### src/rdc_pkg.sv
// Shared types and constants of the radix digit converter.
// Used by rdc_div, radix_digit_converter_core and tb_top; depends on nothing.
package rdc_pkg;

  localparam int DIGIT_W     = 6;
  localparam int REG_W       = 6;
  localparam int CHAR_W      = 7;
  localparam int COUNT_W     = 6;
  localparam int CFG_ADDR_W  = 1;
  localparam int MAX_RESULTS = 32;
  localparam int LEFT_W      = $clog2(MAX_RESULTS + 1);
  localparam int OUT_TDATA_W = 16;

  localparam logic [CFG_ADDR_W-1:0] REG_BASE     = 1'd0;
  localparam logic [CFG_ADDR_W-1:0] REG_CAPACITY = 1'd1;

  localparam logic [REG_W-1:0] BASE_MIN      = 6'd2;
  localparam logic [REG_W-1:0] BASE_MAX      = 6'd37;
  localparam logic [REG_W-1:0] BASE_RESET    = 6'd10;
  localparam logic [REG_W-1:0] CAPACITY_RESET = 6'd33;

  localparam logic [CHAR_W-1:0]  CHAR_ZERO = 7'h30;
  localparam logic [CHAR_W-1:0]  CHAR_A    = 7'h41;
  localparam logic [DIGIT_W-1:0] TEN       = 6'd10;

  typedef struct packed {
    logic               done;
    logic               more;
    logic [DIGIT_W-1:0] rem;
  } div_status_t;

  function automatic logic [CHAR_W-1:0] digit_to_ascii(input logic [DIGIT_W-1:0] d);
    if (d < TEN) begin
      return CHAR_ZERO + CHAR_W'(d);
    end
    return CHAR_A + CHAR_W'(d) - CHAR_W'(TEN);
  endfunction

endpackage

### src/rdc_ram.sv
// Generic single-write, single-read RAM with registered read data.
// No dependencies.
module rdc_ram #(
  parameter int WIDTH = 6,
  parameter int DEPTH = 32
) (
  input  logic                     clk,
  input  logic                     we,
  input  logic [$clog2(DEPTH)-1:0] waddr,
  input  logic [WIDTH-1:0]         wdata,
  input  logic                     re,
  input  logic [$clog2(DEPTH)-1:0] raddr,
  output logic [WIDTH-1:0]         rdata
);

  logic [WIDTH-1:0] mem [DEPTH];

  always_ff @(posedge clk) begin
    if (we) begin
      mem[waddr] <= wdata;
    end
    if (re) begin
      rdata <= mem[raddr];
    end
  end

endmodule

### src/rdc_div.sv
// Bit-serial restoring divider: one quotient bit per cycle, small divisor.
// Depends on rdc_pkg; used by radix_digit_converter_core.
module rdc_div #(
  parameter int VALUE_WIDTH = 32
) (
  input  logic                        clk,
  input  logic                        rst,
  input  logic                        start,
  input  logic                        load,
  input  logic [VALUE_WIDTH-1:0]      value,
  input  logic [rdc_pkg::DIGIT_W-1:0] base,
  output rdc_pkg::div_status_t        status
);

  localparam int CNT_W = $clog2(VALUE_WIDTH + 1);

  logic [VALUE_WIDTH-1:0]      quot;
  logic [rdc_pkg::DIGIT_W-1:0] rem;
  logic [rdc_pkg::DIGIT_W-1:0] rem_next;
  logic [rdc_pkg::DIGIT_W:0]   trial;
  logic [CNT_W-1:0]            cnt;
  logic                        busy;
  logic                        nonzero;
  logic                        done;
  logic                        ge;

  assign trial    = {rem, quot[VALUE_WIDTH-1]};
  assign ge       = trial >= {1'b0, base};
  assign rem_next = ge ? rdc_pkg::DIGIT_W'(trial - {1'b0, base}) : trial[rdc_pkg::DIGIT_W-1:0];

  always_ff @(posedge clk) begin
    if (rst) begin
      busy <= 1'b0;
      done <= 1'b0;
      cnt  <= '0;
    end else begin
      done <= 1'b0;
      if (start) begin
        busy    <= 1'b1;
        cnt     <= CNT_W'(VALUE_WIDTH);
        rem     <= '0;
        nonzero <= 1'b0;
        if (load) begin
          quot <= value;
        end
      end else if (busy) begin
        quot    <= {quot[VALUE_WIDTH-2:0], ge};
        rem     <= rem_next;
        nonzero <= nonzero | ge;
        cnt     <= cnt - CNT_W'(1);
        if (cnt == CNT_W'(1)) begin
          busy <= 1'b0;
          done <= 1'b1;
        end
      end
    end
  end

  assign status.done = done;
  assign status.more = nonzero;
  assign status.rem  = rem;

endmodule

### src/radix_digit_converter_core.sv
// Top level of the radix digit converter: unsigned value to ASCII digits.
// Depends on rdc_pkg, rdc_div and rdc_ram.
//
// Usage:
//   s_* takes one request: s_tdata = value (padded to whole bytes).
//   m_* gives one request per character, most significant digit first:
//     m_tdata = digit_char, digit_count, truncated (from bit 0 up),
//     m_tuser = char_valid, m_tlast = final character of the value.
//   When no character fits, a single request with m_tuser low is given.
//   cfg_we/cfg_addr/cfg_wdata write base (index 0) and string_capacity
//   (index 1); write only while the block is idle.
// Sequence:
//   Digits come one after another from the bit-serial divider; then the
//   output is sized and each character is read from the digit stack RAM.
//   One value is handled at a time; s_tready is high only when idle.
// Reset and stall:
//   Reset empties the output register, returns to idle and sets base 10
//   and capacity 33. A stalled receiver holds the output register and the
//   character sequence waits; a new value is taken while the last
//   character still waits.
module radix_digit_converter_core #(
  parameter int VALUE_WIDTH = 32,
  parameter int MAX_DIGITS  = 32
) (
  input  logic                                 clk,
  input  logic                                 rst,
  input  logic                                 s_tvalid,
  output logic                                 s_tready,
  input  logic [((VALUE_WIDTH+7)/8)*8-1:0]     s_tdata,   // value
  output logic                                 m_tvalid,
  input  logic                                 m_tready,
  output logic [rdc_pkg::OUT_TDATA_W-1:0]      m_tdata,   // digit_char, digit_count, truncated
  output logic                                 m_tuser,   // char_valid
  output logic                                 m_tlast,
  input  logic                                 cfg_we,
  input  logic [rdc_pkg::CFG_ADDR_W-1:0]       cfg_addr,
  input  logic [rdc_pkg::REG_W-1:0]            cfg_wdata
);

  localparam int TOT_W = $clog2(VALUE_WIDTH + 1);
  localparam int PTR_W = $clog2(MAX_DIGITS);
  localparam int CMP_W = (TOT_W > 7) ? TOT_W : 7;

  typedef enum logic [5:0] {
    ST_IDLE  = 6'b000001,
    ST_DIV   = 6'b000010,
    ST_PREP  = 6'b000100,
    ST_EMPTY = 6'b001000,
    ST_READ  = 6'b010000,
    ST_LOAD  = 6'b100000
  } state_t;

  state_t                       state;
  state_t                       state_next;
  logic [rdc_pkg::REG_W-1:0]    base;
  logic [rdc_pkg::REG_W-1:0]    capacity;
  logic [rdc_pkg::REG_W-1:0]    base_clamped;
  logic [TOT_W-1:0]             total;
  logic [PTR_W-1:0]             wp;
  logic [PTR_W-1:0]             rp;
  logic [rdc_pkg::LEFT_W-1:0]   left;
  logic                         trunc;
  logic                         accept;
  logic                         div_start;
  logic                         out_free;
  logic                         ram_we;
  logic                         ram_re;
  logic [rdc_pkg::DIGIT_W-1:0]  ram_rdata;
  rdc_pkg::div_status_t         div_st;
  logic [CMP_W-1:0]             held;
  logic [CMP_W-1:0]             room;
  logic [CMP_W-1:0]             emit_a;
  logic [CMP_W-1:0]             emit;
  logic [rdc_pkg::CHAR_W-1:0]   out_char;
  logic [rdc_pkg::COUNT_W-1:0]  out_count;
  logic                         out_trunc;

  assign s_tready  = (state == ST_IDLE);
  assign accept    = s_tvalid && s_tready;
  assign out_free  = !m_tvalid || m_tready;
  assign div_start = accept || (state == ST_DIV && div_st.done && div_st.more);
  assign ram_we    = (state == ST_DIV) && div_st.done;
  assign ram_re    = (state == ST_READ);

  assign base_clamped = (base < rdc_pkg::BASE_MIN) ? rdc_pkg::BASE_MIN :
                        (base > rdc_pkg::BASE_MAX) ? rdc_pkg::BASE_MAX : base;

  assign held   = (CMP_W'(total) > CMP_W'(MAX_DIGITS)) ? CMP_W'(MAX_DIGITS) : CMP_W'(total);
  assign room   = (capacity == '0) ? '0 : CMP_W'(capacity - rdc_pkg::REG_W'(1));
  assign emit_a = (held > room) ? room : held;
  assign emit   = (emit_a > CMP_W'(rdc_pkg::MAX_RESULTS)) ? CMP_W'(rdc_pkg::MAX_RESULTS)
                                                          : emit_a;

  rdc_div #(
    .VALUE_WIDTH (VALUE_WIDTH)
  ) u_div (
    .clk    (clk),
    .rst    (rst),
    .start  (div_start),
    .load   (accept),
    .value  (s_tdata[VALUE_WIDTH-1:0]),
    .base   (base_clamped),
    .status (div_st)
  );

  rdc_ram #(
    .WIDTH (rdc_pkg::DIGIT_W),
    .DEPTH (MAX_DIGITS)
  ) u_stack (
    .clk   (clk),
    .we    (ram_we),
    .waddr (wp),
    .wdata (div_st.rem),
    .re    (ram_re),
    .raddr (rp),
    .rdata (ram_rdata)
  );

  always_comb begin
    state_next = state;
    case (state)
      ST_IDLE: begin
        if (accept) begin
          state_next = ST_DIV;
        end
      end
      ST_DIV: begin
        if (div_st.done && !div_st.more) begin
          state_next = ST_PREP;
        end
      end
      ST_PREP: begin
        state_next = (emit == '0) ? ST_EMPTY : ST_READ;
      end
      ST_EMPTY: begin
        if (out_free) begin
          state_next = ST_IDLE;
        end
      end
      ST_READ: begin
        state_next = ST_LOAD;
      end
      ST_LOAD: begin
        if (out_free) begin
          state_next = (left == rdc_pkg::LEFT_W'(1)) ? ST_IDLE : ST_READ;
        end
      end
      default: begin
        state_next = ST_IDLE;
      end
    endcase
  end

  always_ff @(posedge clk) begin
    if (rst) begin
      state    <= ST_IDLE;
      m_tvalid <= 1'b0;
      base     <= rdc_pkg::BASE_RESET;
      capacity <= rdc_pkg::CAPACITY_RESET;
    end else begin
      state <= state_next;
      if (cfg_we && cfg_addr == rdc_pkg::REG_BASE) begin
        base <= cfg_wdata;
      end
      if (cfg_we && cfg_addr == rdc_pkg::REG_CAPACITY) begin
        capacity <= cfg_wdata;
      end
      if ((state == ST_LOAD || state == ST_EMPTY) && out_free) begin
        m_tvalid <= 1'b1;
      end else if (m_tready) begin
        m_tvalid <= 1'b0;
      end
    end
  end

  always_ff @(posedge clk) begin
    if (accept) begin
      total <= '0;
      wp    <= '0;
    end
    if (ram_we) begin
      total <= total + TOT_W'(1);
      wp    <= (wp == PTR_W'(MAX_DIGITS - 1)) ? '0 : wp + PTR_W'(1);
    end
    if (state == ST_PREP) begin
      left  <= rdc_pkg::LEFT_W'(emit);
      trunc <= CMP_W'(total) > room;
      rp    <= (wp == '0) ? PTR_W'(MAX_DIGITS - 1) : wp - PTR_W'(1);
    end
    if (state == ST_LOAD && out_free) begin
      left      <= left - rdc_pkg::LEFT_W'(1);
      rp        <= (rp == '0) ? PTR_W'(MAX_DIGITS - 1) : rp - PTR_W'(1);
      out_char  <= rdc_pkg::digit_to_ascii(ram_rdata);
      out_count <= rdc_pkg::COUNT_W'(total);
      out_trunc <= trunc;
      m_tuser   <= 1'b1;
      m_tlast   <= (left == rdc_pkg::LEFT_W'(1));
    end
    if (state == ST_EMPTY && out_free) begin
      out_char  <= '0;
      out_count <= rdc_pkg::COUNT_W'(total);
      out_trunc <= trunc;
      m_tuser   <= 1'b0;
      m_tlast   <= 1'b1;
    end
  end

  assign m_tdata = {{(rdc_pkg::OUT_TDATA_W - rdc_pkg::CHAR_W - rdc_pkg::COUNT_W - 1){1'b0}},
                    out_trunc, out_count, out_char};

`ifndef SYNTHESIS
  a_accept_starts_div: assert property (@(posedge clk) disable iff (rst)
    accept |=> state == ST_DIV)
    else $error("request accepted but division did not start");

  a_done_only_in_div: assert property (@(posedge clk) disable iff (rst)
    div_st.done |-> state == ST_DIV)
    else $error("divider finished outside the divide phase");

  a_left_nonzero: assert property (@(posedge clk) disable iff (rst)
    (state == ST_LOAD || state == ST_READ) |-> left != '0)
    else $error("character load with no characters left");

  a_total_bound: assert property (@(posedge clk) disable iff (rst)
    state == ST_PREP |-> (total != '0 && total <= TOT_W'(VALUE_WIDTH)))
    else $error("digit count out of range");

  a_empty_is_last: assert property (@(posedge clk) disable iff (rst)
    (m_tvalid && !m_tuser) |-> m_tlast)
    else $error("empty result not marked last");
`endif

endmodule

### config.mk
export PLATFORM = sky130hd
export DESIGN_NAME = radix_digit_converter_core
export DESIGN_NICKNAME = d
export VERILOG_FILES = /design/src/rdc_pkg.sv /design/src/rdc_ram.sv /design/src/rdc_div.sv /design/src/radix_digit_converter_core.sv
export SDC_FILE = /design/constraint.sdc
export NUM_CORES = 1
export LEC_CHECK = 0
export BUFFER_PORTS_ARGS = -buffer_cell sky130_fd_sc_hd__buf_2
export CAP_MARGIN = 0
export CORE_AREA = 2 2 154 156
export DETAILED_ROUTE_END_ITERATION = 8
export DIE_AREA = 0 0 156 158
export PLACE_DENSITY = 0.76
export SLEW_MARGIN = 20
export SYNTH_ARGS = -nofsm -noshare
export SYNTH_HDL_FRONTEND = slang
export SYNTH_SLANG_ARGS = --single-unit
### constraint.sdc
create_clock -name clk -period 9.9 [get_ports clk]
set_input_delay 0.495 -clock clk [delete_from_list [all_inputs] [get_ports clk]]
set_output_delay 0.495 -clock clk [all_outputs]
set_load 0.03 [all_outputs]
Word level (Yosys, flattened, before mapping)
Memory sizes are Yosys's and may differ from the RTL's. A register that Yosys moved wholly into a read port is not among the register bits.
Index checks and enable logic that the tools add are counted.
W data, S select, Z words.
{ "word_totals": {"reg_bits": 105, "latchBits": 0, "ram_bits": 192, "mem_bits_ro": 0, "n_memories": 1} }
{ "classes": {"add_sub_neg": 11, "n_mul": 0, "div": 0, "order_cmp": 8, "eq_ne": 14, "shifts": 0, "n_mux": 48, "bitwise": 4, "reduce_logical": 28} }
{ "mem_list": {"columns": ["memory", "words", "width", "read_ports", "rd_ports_with_merged_regs", "write_ports", "line", "rtl"], "rows": [
  ["u_stack.mem", 32, 6, 1, 1, 1, "rdc_ram.sv:16", "logic [WIDTH-1:0] mem [DEPTH];"]
]} }
{ "ops": {"columns": ["operator", "n"], "rows": [
  ["$mux W6", 17],
  ["$mux W32", 3],
  ["$mux W5", 9],
  ["$pmux W6 S6", 1],
  ["$mux W7", 5],
  ["$eq A6 B1 Y1 const B", 3],
  ["$gt A6 B7 Y1", 2],
  ["$mux W1", 13],
  ["$gt A6 B6 Y1 const B", 2],
  ["$sub A6 B1 Y6 const B", 2],
  ["$logic_not A5 Y1", 2],
  ["$reduce_bool A2 Y1", 5],
  ["$sub A5 B1 Y5 const B", 2],
  ["$logic_and A1 B1 Y1", 9],
  ["$add A6 B6 Y7 const A", 1],
  ["$add A7 B6 Y7 const A", 1],
  ["$ge A7 B6 Y1", 1],
  ["$gt A7 B6 Y1 const B", 1],
  ["$logic_not A7 Y1", 1],
  ["$sub A6 B1 Y7 const B", 1],
  ["$sub A7 B4 Y7 const B", 1],
  ["$add A6 B1 Y6 const B", 1],
  ["$eq A6 B2 Y1 const B", 1],
  ["$eq A6 B3 Y1 const B", 1],
  ["other kinds (20)", 28]
]} }

Depth between registers and ports, before layout
Gate-level depths: netlist of the first run.
{ "depth": {"ltp_word": 9, "depth_mapped": 13} }

Modules after synthesis
Synthesis of the first run repeated with hierarchy kept, for this count alone.
{ "unflattened": {"hier_cells": 860, "hier_area_um2": 13435.4} }
{ "by_module_without_submodules": {"columns": ["module", "n_inst", "cells_per_inst", "area_each_um2", "seq_area_each_um2"], "rows": [
  ["rdc_ram", 1, 323, 7649.8, 5945.7],
  ["radix_digit_converter_core", 1, 369, 3505.9, 1461.4],
  ["rdc_div", 1, 168, 2279.7, 1331.3]
]} }

Worst setup path before layout of the first run
OpenSTA, ideal clock, no wires.
{ "synth_path": {"path_type": "reg2reg", "start": "reg state[1]", "end": "reg u_div.quot[0], enable pin", "arrival_time_ns": 3.687, "required_ns": 9.425, "slack_ns": 5.739, "stages_incl_launch_ff": 6, "path_buffers": 1, "period_less_slack_ns": 4.161, "path_cell_list": "dfxtp_1 -> buf_6 -> nor2_1 -> and4b_1 -> nand2_1 -> a221oi_1"} }
{ "synth_between": {"word_cells_on_any_way": 9} }
{ "synth_rtl": {"columns": ["element", "line", "rtl"], "rows": [
  ["from (decl)", "radix_digit_converter_core.sv:53", "state_t state;"],
  ["from (signal assigned)", "radix_digit_converter_core.sv:161", "state <= state_next;"],
  ["$eq A6 B1 Y1 *", "radix_digit_converter_core.sv:78", "assign s_tready = (state == ST_IDLE);"],
  ["via s_tready", "radix_digit_converter_core.sv:28", "output logic s_tready,"],
  ["$logic_and A1 B1 Y1 *", "radix_digit_converter_core.sv:79", "assign accept = s_tvalid && s_tready;"],
  ["$logic_or A1 B1 Y1", "radix_digit_converter_core.sv:81", "assign div_start = accept || (state == ST_DIV && div_st.done && div_st.more);"],
  ["$ne A2 B2 Y1 (no source line) or $reduce_bool A2 Y1 (tied branches)", null, null],
  ["$reduce_and A3 Y1 (no source line) *", null, null],
  ["to (signal assigned)", "rdc_div.sv:44", "quot <= value;"],
  ["to (signal assigned)", "rdc_div.sv:47", "quot <= {quot[VALUE_WIDTH-2:0], ge};"],
  ["to (decl)", "rdc_div.sv:17", "logic [VALUE_WIDTH-1:0] quot;"]
]} }
The timed path passes the listed nets; every way through them passes the cells marked *.
A chain may end at the register's enable or synchronous reset.

Final worst setup path of the first run
{ "layout_path": {"start": "reg total[0]", "end": "reg left[5] (netlist bit) (data pin)"} }
{ "layout_between": {"elab_chain_len": 8} }
{ "layout_rtl": {"columns": ["element", "line", "rtl"], "rows": [
  ["from (decl)", "radix_digit_converter_core.sv:58", "logic [TOT_W-1:0] total;"],
  ["from (signal assigned)", "radix_digit_converter_core.sv:182", "total <= total + TOT_W'(1);"],
  ["$gt A6 B6 Y1", "radix_digit_converter_core.sv:88", "assign held = (CMP_W'(total) > CMP_W'(MAX_DIGITS)) ? CMP_W'(MAX_DIGITS) : CMP_W'(total);"],
  ["$mux W6 *", "radix_digit_converter_core.sv:88", null],
  ["$gt A6 B7 Y1", "radix_digit_converter_core.sv:90", "assign emit_a = (held > room) ? room : held;"],
  ["$mux W7 *", "radix_digit_converter_core.sv:90", null],
  ["$gt A7 B6 Y1", "radix_digit_converter_core.sv:91", "assign emit = (emit_a > CMP_W'(rdc_pkg::MAX_RESULTS)) ? CMP_W'(rdc_pkg::MAX_RESULTS)"],
  ["$mux W7 *", "radix_digit_converter_core.sv:91", null],
  ["$mux W6 *", "radix_digit_converter_core.sv:185", "if (state == ST_PREP) begin"],
  ["$mux W6 *", "radix_digit_converter_core.sv:190", "if (state == ST_LOAD && out_free) begin"],
  ["to (signal assigned)", "radix_digit_converter_core.sv:186", "left <= rdc_pkg::LEFT_W'(emit);"],
  ["to (signal assigned)", "radix_digit_converter_core.sv:191", "left <= left - rdc_pkg::LEFT_W'(1);"],
  ["to (decl)", "radix_digit_converter_core.sv:61", "logic [rdc_pkg::LEFT_W-1:0] left;"]
]} }
Every way passes the cells marked *; elsewhere a longest branch is shown, timed or not. The select of a mux whose other input is x is not followed.

==> impl_metrics.py, run 1 <==
metrics = {
    "clocking": {
        "cts_setup_buffers": 0,
        "cts-resized-gates": 0,
        "cts_root_buf": "clkbuf_16",
        "cts_sinks": 303,
        "cts_tree": "built",
        "cts_hold_buf": 0,
        "clock_latency_ns": 0.54,
        "htreeDepth": 1,
        "cts.clk_slew.worst_paths_ns": 0.06,
        "cts_made_buffers": 29,
        "clk_path_buf_depth": 3,
    },
    "routing": {
        "wl_mm": 25.2,
        "viasPerCell": 5.95,
        "drtPass1Iterations": 5,
        "drt-initial-drc-count": 623,
        "postRouteAntennaNets": 0,
        "drc": 0,
        "vias": 7430,
        "wl_per_cell_microns": 20.2,
    },
    "timing": {
        "slew_headroom": 0.333,
        "maxSlewViolCount": 0,
        "max_freq_mhz": 277,
        "rsz0062_at_grt": "no",
        "setup-tns-final_ns": 0,
        "setup_violations": 0,
        "finalHoldViolCount": 0,
        "clock-skew-final_ns": 0.0122,
        "fin_crit_sh": 0.365,
        "fin_crit_ns": 3.62,
        "worst_pin_slew_ns": 1.00,
    },
    "floorplan": {
        "die_x_microns": 156,
        "core-area_sq_mm": 0.0231,
        "boundaryPins": 64,
        "fp.dieArea_sq_mm": 0.0246,
        "dieHeight_microns": 158,
        "row_count": 56,
        "initial_core_util": 0.580,
    },
    "setup_path": {
        "critPathKind": "flip-flop to flip-flop",
        "crit_path_start_kind": "flip-flop",
        "crit_path_top_delay_cell": "o21bai_1",
        "required_ns": 10.14,
        "cpPeakStageDelay_ns": 0.75,
        "path_cells": "inv_1, ha_1, inv_1, o41ai_1, and2_1, ha_1, nand3b_1, a21oi_1, o21bai_1, o211ai_1, a21boi_0",
        "cpLargestDelayFamily": "compound AO/OA/AOI/OAI gates",
        "crit_path_end_kind": "flip-flop",
        "cp.arrival_ns": 3.86,
        "cp_num_buf_inv": 2,
        "crit_path_max_fanout": 14,
    },
    "cells_and_area": {
        "drive_gt1_frac": 0.225,
        "fin_util": 0.644,
        "diodes": 0,
        "fin_cells": 1248,
        "syn_to_final_growth_pct": 11.0,
        "nNetsFinal": 1019,
    },
    "flow_run": {
        "drv_cap": 0,
    },
    "yosys": {
        "synth_enable_flop_cells": 267,
        "netlist_area_sq_mm": 0.0134,
        "syn_avg_cell_area_sq_um": 15.2,
        "synth_cell_types": 59,
        "yosysWarnings": 0,
        "ys_seq_area_frac": 0.654,
        "synth_seq_cells": 303,
        "synthCells": 877,
        "async_flop_share": 0,
        "ys.flop_type": "edfxtp_1",
    },
    "power_and_ir_drop": {
        "total_leakage_power_nw": 5.07,
        "pwr_density_cell_mw_per_mm2": 194,
        "ir_drop_uv": 164,
    },
    "place": {
        "gp_congestion": 0.855,
        "dp_cells": 1192,
        "portBuffers": 61,
        "dpl.hpwl_mm": 16.5,
    },
    "worst_hold_path": {
        "hold_path.class": "input port to flip-flop",
    },
    "grt": {
        "grt-ovfl-total": 0,
        "grt_pass1_vias": 7339,
        "antenna_found_initial": 0,
        "grtUsageTotal": 0.210,
        "grt_max_degree": 52,
        "grt_pass1_wl_mm": 39.9,
    },
    "outcome": {
        "status": "complete, no violations",
    },
}
## final timing paths
check              endpoint          from  slack (ns)  cells after the start
setup / recovery    left[5]      total[0]        6.28                     11
hold / removal      base[1]  cfg_wdata[1]        0.21                      3
setup reg to reg    left[5]      total[0]        6.28                     11
hold reg to reg   out_trunc         trunc        0.45                      0
## logic make-up (layout without fill, tap and decap cells)
| group | count (synthesis) | in the layout | share of synthesized area |
|---|---|---|---|
| adders and majority gates | 36 | 36 | 0.0343 |
| other | 1 | 2 | 0.000280 |
| DFF | 303 | 303 | 0.654 |
| AOI/OAI and AO/OA | 103 | 103 | 0.0482 |
| and+or+nand+nor | 236 | 236 | 0.0849 |
| buffers and inverters | 69 | 149 | 0.0249 |
| xor gates and xnor gates | 27 | 27 | 0.0177 |
| muxes | 102 | 102 | 0.136 |
## state kept, by name, indices dropped and copies added, names as in the netlist, 5 cells and up
register       count
rp                 5
capacity           6
wp                 5
state              6
left               6
u_div.cnt          6
u_stack.mem      192
out_count          6
u_div.quot        32
u_div.rem          6
u_stack.rdata      6
total              6
base               6
out_char           7
## metal layers
layer,vias to the layer above,part of all wire,global-route usage
li1,3496,-,-
met1,3651,0.43,0.305
met2,253,0.48,0.339
met3,30,0.073,0.0356
met4,0,0.014,0.0441
met5,-,0,0
## through the flow
step	power (mW)	instance area [sq um]	hold slack (ns)	worst slack, ns
CTS	2.89	14800	0.189	6.38
global placement	1.84	13900	0.429	6.53
detailed placement	1.85	13900	0.429	6.38
floorplan	1.77	13400	0.400	5.74
global route	2.99	14800	0.205	6.03
finish	2.88	14800	0.205	6.28
## placed cells by master, fill, tap and decap left out, drive strengths merged, types with 4 or more instances in the layout
| cell type | synthesis | routed |
|---|---|---|
| a211oi | 6 | 6 |
| a21oi | 36 | 36 |
| a31oi | 7 | 7 |
| and3 | 8 | 8 |
| buf | 19 | 71 |
| clkbuf | 22 | 34 |
| clkinv | 0 | 13 |
| dfxtp | 36 | 36 |
| edfxtp | 267 | 267 |
| ha | 35 | 35 |
| inv | 28 | 28 |
| mux2 | 40 | 40 |
| mux4 | 60 | 60 |
| nand2 | 61 | 61 |
| nand2b | 7 | 7 |
| nand3 | 22 | 22 |
| nand3b | 9 | 9 |
| nor2 | 74 | 74 |
| nor2b | 12 | 12 |
| nor3 | 18 | 18 |
| nor4 | 6 | 6 |
| o21a | 4 | 4 |
| o21ai | 17 | 17 |
| o22ai | 7 | 7 |
| or2 | 4 | 4 |
| or3 | 4 | 4 |
| xnor2 | 15 | 15 |
| xor2 | 12 | 12 |
## cells in the mapped netlist, types with 3 or more instances
| cell type | number | area share |
|---|---|---|
| a211o_1 | 3 | 0.0020 |
| a211oi_1 | 6 | 0.0034 |
| a21oi_1 | 36 | 0.013 |
| a31oi_1 | 7 | 0.0033 |
| and3_1 | 8 | 0.0037 |
| buf_2 | 5 | 0.0019 |
| buf_4 | 6 | 0.0034 |
| buf_6 | 6 | 0.0051 |
| clkbuf_1 | 22 | 0.0062 |
| dfxtp_1 | 36 | 0.054 |
| edfxtp_1 | 267 | 0.60 |
| ha_1 | 35 | 0.033 |
| inv_1 | 28 | 0.0079 |
| mux2_2 | 40 | 0.034 |
| mux4_2 | 60 | 0.10 |
| nand2_1 | 60 | 0.017 |
| nand2b_1 | 7 | 0.0033 |
| nand3_1 | 22 | 0.0082 |
| nand3b_1 | 9 | 0.0051 |
| nor2_1 | 74 | 0.021 |
| nor2b_1 | 12 | 0.0056 |
| nor3_1 | 18 | 0.0067 |
| nor3b_1 | 3 | 0.0017 |
| nor4_1 | 5 | 0.0023 |
| o21a_1 | 4 | 0.0022 |
| o21ai_0 | 16 | 0.0060 |
| o22ai_1 | 7 | 0.0033 |
| or2_2 | 4 | 0.0019 |
| or3_1 | 4 | 0.0019 |
| xnor2_1 | 15 | 0.0098 |
| xor2_1 | 12 | 0.0079 |
## worst reg2reg max path, stage by stage (launching register included)
cell	delay (ns)
edfxtp_1	0.51
inv_1	0.12
ha_1	0.16
inv_1	0.04
o41ai_1	0.57
and2_1	0.24
ha_1	0.25
nand3b_1	0.08
a21oi_1	0.06
o21bai_1	0.75
o211ai_1	0.33
a21boi_0	0.22
## power breakdown
group          internal (mW)  total, mW  switching (mW)
clock network          0.608       1.05           0.440
logic                  0.130      0.298           0.168
registers               1.48       1.53          0.0542
## layout make-up
| cell class | instances | area [sq um] |
|---|---|---|
| clock inverter | 16 | 145 |
| sequential | 303 | 8740 |
| tap | 290 | 363 |
| timing repair buffer | 71 | 422 |
| multi-input combinational | 506 | 4320 |
| fill | 1609 | 8210 |
| clock buffer | 34 | 744 |
| inverter | 28 | 105 |
Note: power is estimated with default switching activity, not from simulation.
==> run 2: changes to the inputs <==
==> constraint.sdc (replaced) <==
create_clock -name clk -period 3.35 [get_ports clk]
set_input_delay 0.1675 -clock clk [delete_from_list [all_inputs] [get_ports clk]]
set_output_delay 0.1675 -clock clk [all_outputs]
set_load 0.03 [all_outputs]
==> impl_metrics.py, run 2 (synthesis results as in run 1) <==
metrics = {
    "worst_hold_path": {
        "hold_path.class": "input port to flip-flop",
        "hold_depth": 2,
    },
    "clocking": {
        "clock_latency_ns": 0.56,
        "cts_setup_buffers": 0,
        "cts_sinks": 303,
        "cts_made_buffers": 30,
        "htreeDepth": 1,
        "cts.clk_slew.worst_paths_ns": 0.07,
        "cts_root_buf": "clkbuf_16",
        "clk_path_buf_depth": 3,
        "cts_tree": "built",
    },
    "setup_path": {
        "crit_path_top_delay_cell": "o41ai_1",
        "crit_path_start_kind": "flip-flop",
        "required_ns": 3.64,
        "path_depth": 13,
        "cpPeakStageDelay_ns": 0.58,
        "cpLargestDelayFamily": "compound AO/OA/AOI/OAI gates",
        "cp.arrival_ns": 3.28,
        "crit_path_max_fanout": 11,
        "reg2reg_depth": 13,
        "critPathKind": "flip-flop to flip-flop",
        "cp_num_buf_inv": 3,
        "path_cells": "inv_1, ha_1, inv_1, o41ai_1, and2_1, ha_1, nand3b_1, a21oi_1, o21bai_1, buf_4, nand2_1, o211ai_1, o22ai_1",
        "crit_path_end_kind": "flip-flop",
    },
    "cells_and_area": {
        "num-fill-cells": 1525,
        "design_area_sq_mm": 0.0155,
        "top_regs": "u_stack.mem: 192 flops, u_div.quot: 32 flops, out_char: 7 flops",
        "nNetsFinal": 1072,
        "final_cell_mix": "267 x edfxtp_1, 74 x nor2_1, 61 x buf_2",
        "largest_reg_flops": 192,
        "layout_commonest_cell": "edfxtp_1",
        "syn_to_final_growth_pct": 15.7,
        "regMostFlops": "u_stack.mem",
        "drive_gt1_frac": 0.235,
        "diodes": 0,
        "fin_cells": 1306,
    },
    "place": {
        "place_area_sq_mm": 0.0140,
        "dpl.hpwl_mm": 16.4,
        "gp_congestion": 0.861,
        "dp_cells": 1207,
        "portBuffers": 61,
    },
    "timing": {
        "slew_headroom": 0.407,
        "fin_crit_sh": 0.895,
        "max_freq_mhz": 334,
        "rsz0062_at_grt": "no",
        "clock-skew-final_ns": 0.0187,
        "setup_violations": 0,
        "hold_slack_ns": 0.0897,
        "finalHoldViolCount": 0,
        "fin_crit_ns": 3.00,
        "maxSlewViolCount": 0,
        "setup-tns-final_ns": 0,
        "worst_pin_slew_ns": 0.886,
    },
    "routing": {
        "viasPerCell": 6.06,
        "drt-initial-drc-count": 748,
        "drtPass1Iterations": 5,
        "postRouteAntennaNets": 0,
        "drc": 0,
        "vias": 7908,
        "wl_per_cell_microns": 20.7,
        "wl_mm": 27.1,
    },
    "grt": {
        "grt_pass1_vias": 7779,
        "antenna_found_initial": 0,
        "grt_pass1_wl_mm": 42.7,
        "grtUsageTotal": 0.226,
        "grt_max_degree": 52,
        "grt-ovfl-total": 0,
    },
    "floorplan": {
        "row_count": 56,
        "boundaryPins": 64,
        "core-area_sq_mm": 0.0231,
        "die_x_microns": 156,
        "dieHeight_microns": 158,
        "initial_core_util": 0.580,
        "fp.dieArea_sq_mm": 0.0246,
    },
    "power_and_ir_drop": {
        "ir_drop_uv": 471,
        "total_leakage_power_nw": 5.35,
        "pwr_density_cell_mw_per_mm2": 578,
        "p_int_mw": 6.83,
        "p_sw_frac": 0.237,
        "power_switching_mw": 2.12,
        "power_mw": 8.94,
        "clkPwrFrac": 0.386,
        "p_comb_frac": 0.113,
        "power_frac_seq": 0.501,
    },
    "outcome": {
        "status": "complete, no violations",
    },
    "flow_run": {
        "drv_cap": 0,
    },
}
-- run 2: timing repair --
action | in CTS | in global routing
hold endpoints to repair | 45 | 0
resized for setup | 0 | 0
hold buffers | 43 | 0
-- run 2: metal layers --
metal,up-vias,global-route usage,wire length (microns)
met5,-,0,0
met2,325,0.365,13100
li1,3613,-,-
met1,3925,0.325,11400
met3,45,0.0361,2030
met4,0,0.0607,516
-- run 2: final cells by class --
cell class	instances	area, sq um	share of cell area
repair buffers	123	916	0.0592
multi-input cells	506	4320	0.279
clock buffers	30	751	0.0485
clock inverters	26	277	0.0179
flip-flops and latches	303	8740	0.565
well taps	290	363	0.0235
inverters	28	105	0.00679
-- run 2: power by group through the flow --
| stage | combinational, mW | clock [mW] | sequential (mW) |
|---|---|---|---|
| CTS | 1.00 | 3.51 | 4.48 |
| detailed placement | 0.954 | 0 | 4.55 |
| finish | 1.02 | 3.45 | 4.48 |
| global route | 1.13 | 3.67 | 4.49 |
| global placement | 0.926 | 0 | 4.55 |
| floorplan | 0.639 | 0 | 4.58 |
-- run 2: stage by stage --
stage                     utilization  setup WS [ns]
final                           0.671          0.352
after global routing            0.671         0.0281
after detailed placement        0.608          0.371
after floorplan                     -          0.275
after CTS                       0.671          0.345
after global placement          0.608          0.512
-- run 2: path summary, 6_finish.rpt --
kind	startpoint	slack [ns]	endpoint
setup / recovery	total[0]	0.35	left[1]
hold / removal	rst	0.09	u_div.busy
setup reg to reg	total[0]	0.35	left[1]
hold reg to reg	trunc	0.42	out_trunc
-- run 2: worst register-to-register path, stage by stage (launching register included) --
cell      delay (ns)
edfxtp_1        0.38
inv_1           0.10
ha_1            0.16
inv_1           0.04
o41ai_1         0.58
and2_1          0.25
ha_1            0.25
nand3b_1        0.09
a21oi_1         0.06
o21bai_1        0.17
buf_4           0.20
nand2_1         0.07
o211ai_1        0.22
o22ai_1         0.16
==> run 3: changes to the inputs <==
--- a/config.mk
+++ b/config.mk
@@ -7,10 +7,12 @@
 export LEC_CHECK = 0
 export BUFFER_PORTS_ARGS = -buffer_cell sky130_fd_sc_hd__buf_2
 export CAP_MARGIN = 0
-export CORE_AREA = 2 2 154 156
+export CELL_PAD_IN_SITES_DETAIL_PLACEMENT = 0
+export CELL_PAD_IN_SITES_GLOBAL_PLACEMENT = 1
+export CORE_AREA = 2 2 164 166
 export DETAILED_ROUTE_END_ITERATION = 8
-export DIE_AREA = 0 0 156 158
-export PLACE_DENSITY = 0.76
+export DIE_AREA = 0 0 166 168
+export PLACE_DENSITY = 0.78
 export SLEW_MARGIN = 20
 export SYNTH_ARGS = -nofsm -noshare
 export SYNTH_HDL_FRONTEND = slang
==> impl_metrics.py, run 3 (synthesis results as in run 1) <==
metrics = {
    "power_and_ir_drop": {
        "p_int_mw": 6.65,
        "power_switching_mw": 2.01,
        "p_sw_frac": 0.232,
        "power_mw": 8.67,
        "pwr_density_cell_mw_per_mm2": 560,
        "p_comb_frac": 0.117,
        "total_leakage_power_nw": 5.32,
        "power_frac_seq": 0.516,
        "clkPwrFrac": 0.367,
        "ir_drop_uv": 471,
    },
    "cells_and_area": {
        "design_area_sq_mm": 0.0155,
        "syn_to_final_growth_pct": 15.7,
        "fin_util": 0.587,
        "diodes": 0,
        "fin_cells": 1359,
        "top_regs": "u_stack.mem: 192 flops, u_div.quot: 32 flops, out_char: 7 flops",
        "layout_commonest_cell": "edfxtp_1",
        "regMostFlops": "u_stack.mem",
        "nNetsFinal": 1077,
        "regArea_sq_mm": 0.00874,
        "largest_reg_flops": 192,
        "num-fill-cells": 2014,
        "final_cell_mix": "267 x edfxtp_1, 74 x nor2_1, 61 x buf_2",
        "multi_input_area_sq_mm": 0.00432,
        "drive_gt1_frac": 0.231,
    },
    "clocking": {
        "cts_hold_buf": 43,
        "cts_root_buf": "clkbuf_16",
        "cts_tree": "built",
        "cts_setup_buffers": 0,
        "cts_sinks": 303,
        "clock_latency_ns": 0.54,
        "cts_made_buffers": 31,
        "htreeDepth": 1,
        "clk_path_buf_depth": 3,
        "cts.clk_slew.worst_paths_ns": 0.06,
        "cts-resized-gates": 0,
    },
    "floorplan": {
        "dieHeight_microns": 168,
        "initial_core_util": 0.507,
        "core-area_sq_mm": 0.0264,
        "fp.dieArea_sq_mm": 0.0279,
        "boundaryPins": 64,
        "die_x_microns": 166,
        "row_count": 60,
    },
    "setup_path": {
        "crit_path_top_delay_cell": "o41ai_1",
        "required_ns": 3.79,
        "path_cells": "inv_1, ha_1, inv_1, o41ai_1, and2_1, ha_1, nand3b_1, a21oi_1, o21bai_1, buf_4, mux2_2, o41ai_1",
        "crit_path_start_kind": "flip-flop",
        "cpPeakStageDelay_ns": 0.58,
        "critPathKind": "flip-flop to flip-flop",
        "cp_num_buf_inv": 3,
        "crit_path_end_kind": "flip-flop",
        "crit_path_max_fanout": 6,
        "cpLargestDelayFamily": "compound AO/OA/AOI/OAI gates",
        "cp.arrival_ns": 3.41,
    },
    "routing": {
        "wl_per_cell_microns": 19.2,
        "vias": 7548,
        "drt-initial-drc-count": 547,
        "viasPerCell": 5.55,
        "drtPass1Iterations": 5,
        "postRouteAntennaNets": 0,
        "drc": 0,
        "wl_mm": 26.1,
    },
    "flow_run": {
        "drv_cap": 0,
    },
    "timing": {
        "setup_violations": 0,
        "hold_slack_ns": 0.0791,
        "worst_pin_slew_ns": 0.820,
        "fin_crit_sh": 0.887,
        "clock-skew-final_ns": 0.00833,
        "slew_headroom": 0.451,
        "maxSlewViolCount": 0,
        "fin_ws_ns": 0.380,
        "finalHoldViolCount": 0,
        "max_freq_mhz": 337,
        "rsz0062_at_grt": "no",
        "setup-tns-final_ns": 0,
        "fin_crit_ns": 2.97,
    },
    "grt": {
        "grt_pass1_vias": 7667,
        "grt_pass1_wl_mm": 41.9,
        "grtUsageTotal": 0.190,
        "grt_max_degree": 52,
        "grt-ovfl-total": 0,
        "antenna_found_initial": 0,
    },
    "place": {
        "place_ws_ns": 0.409,
        "dp_cells": 1262,
        "gp_congestion": 0.853,
        "place_area_sq_mm": 0.0141,
        "dpl.hpwl_mm": 16.8,
        "portBuffers": 61,
    },
    "worst_hold_path": {
        "hold_path.class": "input port to flip-flop",
    },
    "outcome": {
        "status": "complete, no violations",
    },
}
## run 3: cell types whose count changed in the layout (fill, tap and decap cells not counted), sizes merged
cell,delta
clkbuf,+9
clkinv,-7
buf,+4
bufinv,-3
inv,-1
## run 3: power groups by stage
stage / Sequential, mW / Combinational, mW / Clock, mW
2_1_floorplan: 4.58 / 0.639 / 0
3_3_place_gp: 4.55 / 0.959 / 0
3_5_place_dp: 4.55 / 0.980 / 0
4_1_cts: 4.47 / 1.02 / 3.26
5_1_grt: 4.48 / 1.14 / 3.39
6_report: 4.47 / 1.02 / 3.18
## run 3: final timing paths
| path | slack [ns] | from | depth (start not counted) | end |
|---|---|---|---|---|
| worst max register to register | 0.38 | total[0] | 12 | state[3] |
| worst max-delay path | 0.38 | total[0] | 12 | state[3] |
| worst min-delay path | 0.08 | rst | 2 | state[5] |
| worst min register to register | 0.46 | out_char[4] | 2 | out_char[4] |
## run 3: cell type report
class | instances | area share
clock buffers | 39 | 0.0521
inverters | 28 | 0.00679
repair buffers | 127 | 0.0611
clock inverters | 15 | 0.00857
well taps | 341 | 0.0276
multi-input cells | 506 | 0.279
flip-flops and latches | 303 | 0.565
## run 3: worst register-to-register path: stages (launching register included)
cell	delay, ns
edfxtp_1	0.38
inv_1	0.09
ha_1	0.14
inv_1	0.04
o41ai_1	0.58
and2_1	0.25
ha_1	0.25
nand3b_1	0.09
a21oi_1	0.06
o21bai_1	0.17
buf_4	0.18
mux2_2	0.34
o41ai_1	0.30
## run 3: layer usage
layer  GRT usage  up-vias  wire, microns
met1       0.270     3666          11600
met2       0.308      214          12300
met3      0.0324       45           1510
met4      0.0499        0            580
li1            -     3623              -
met5           0        -              0
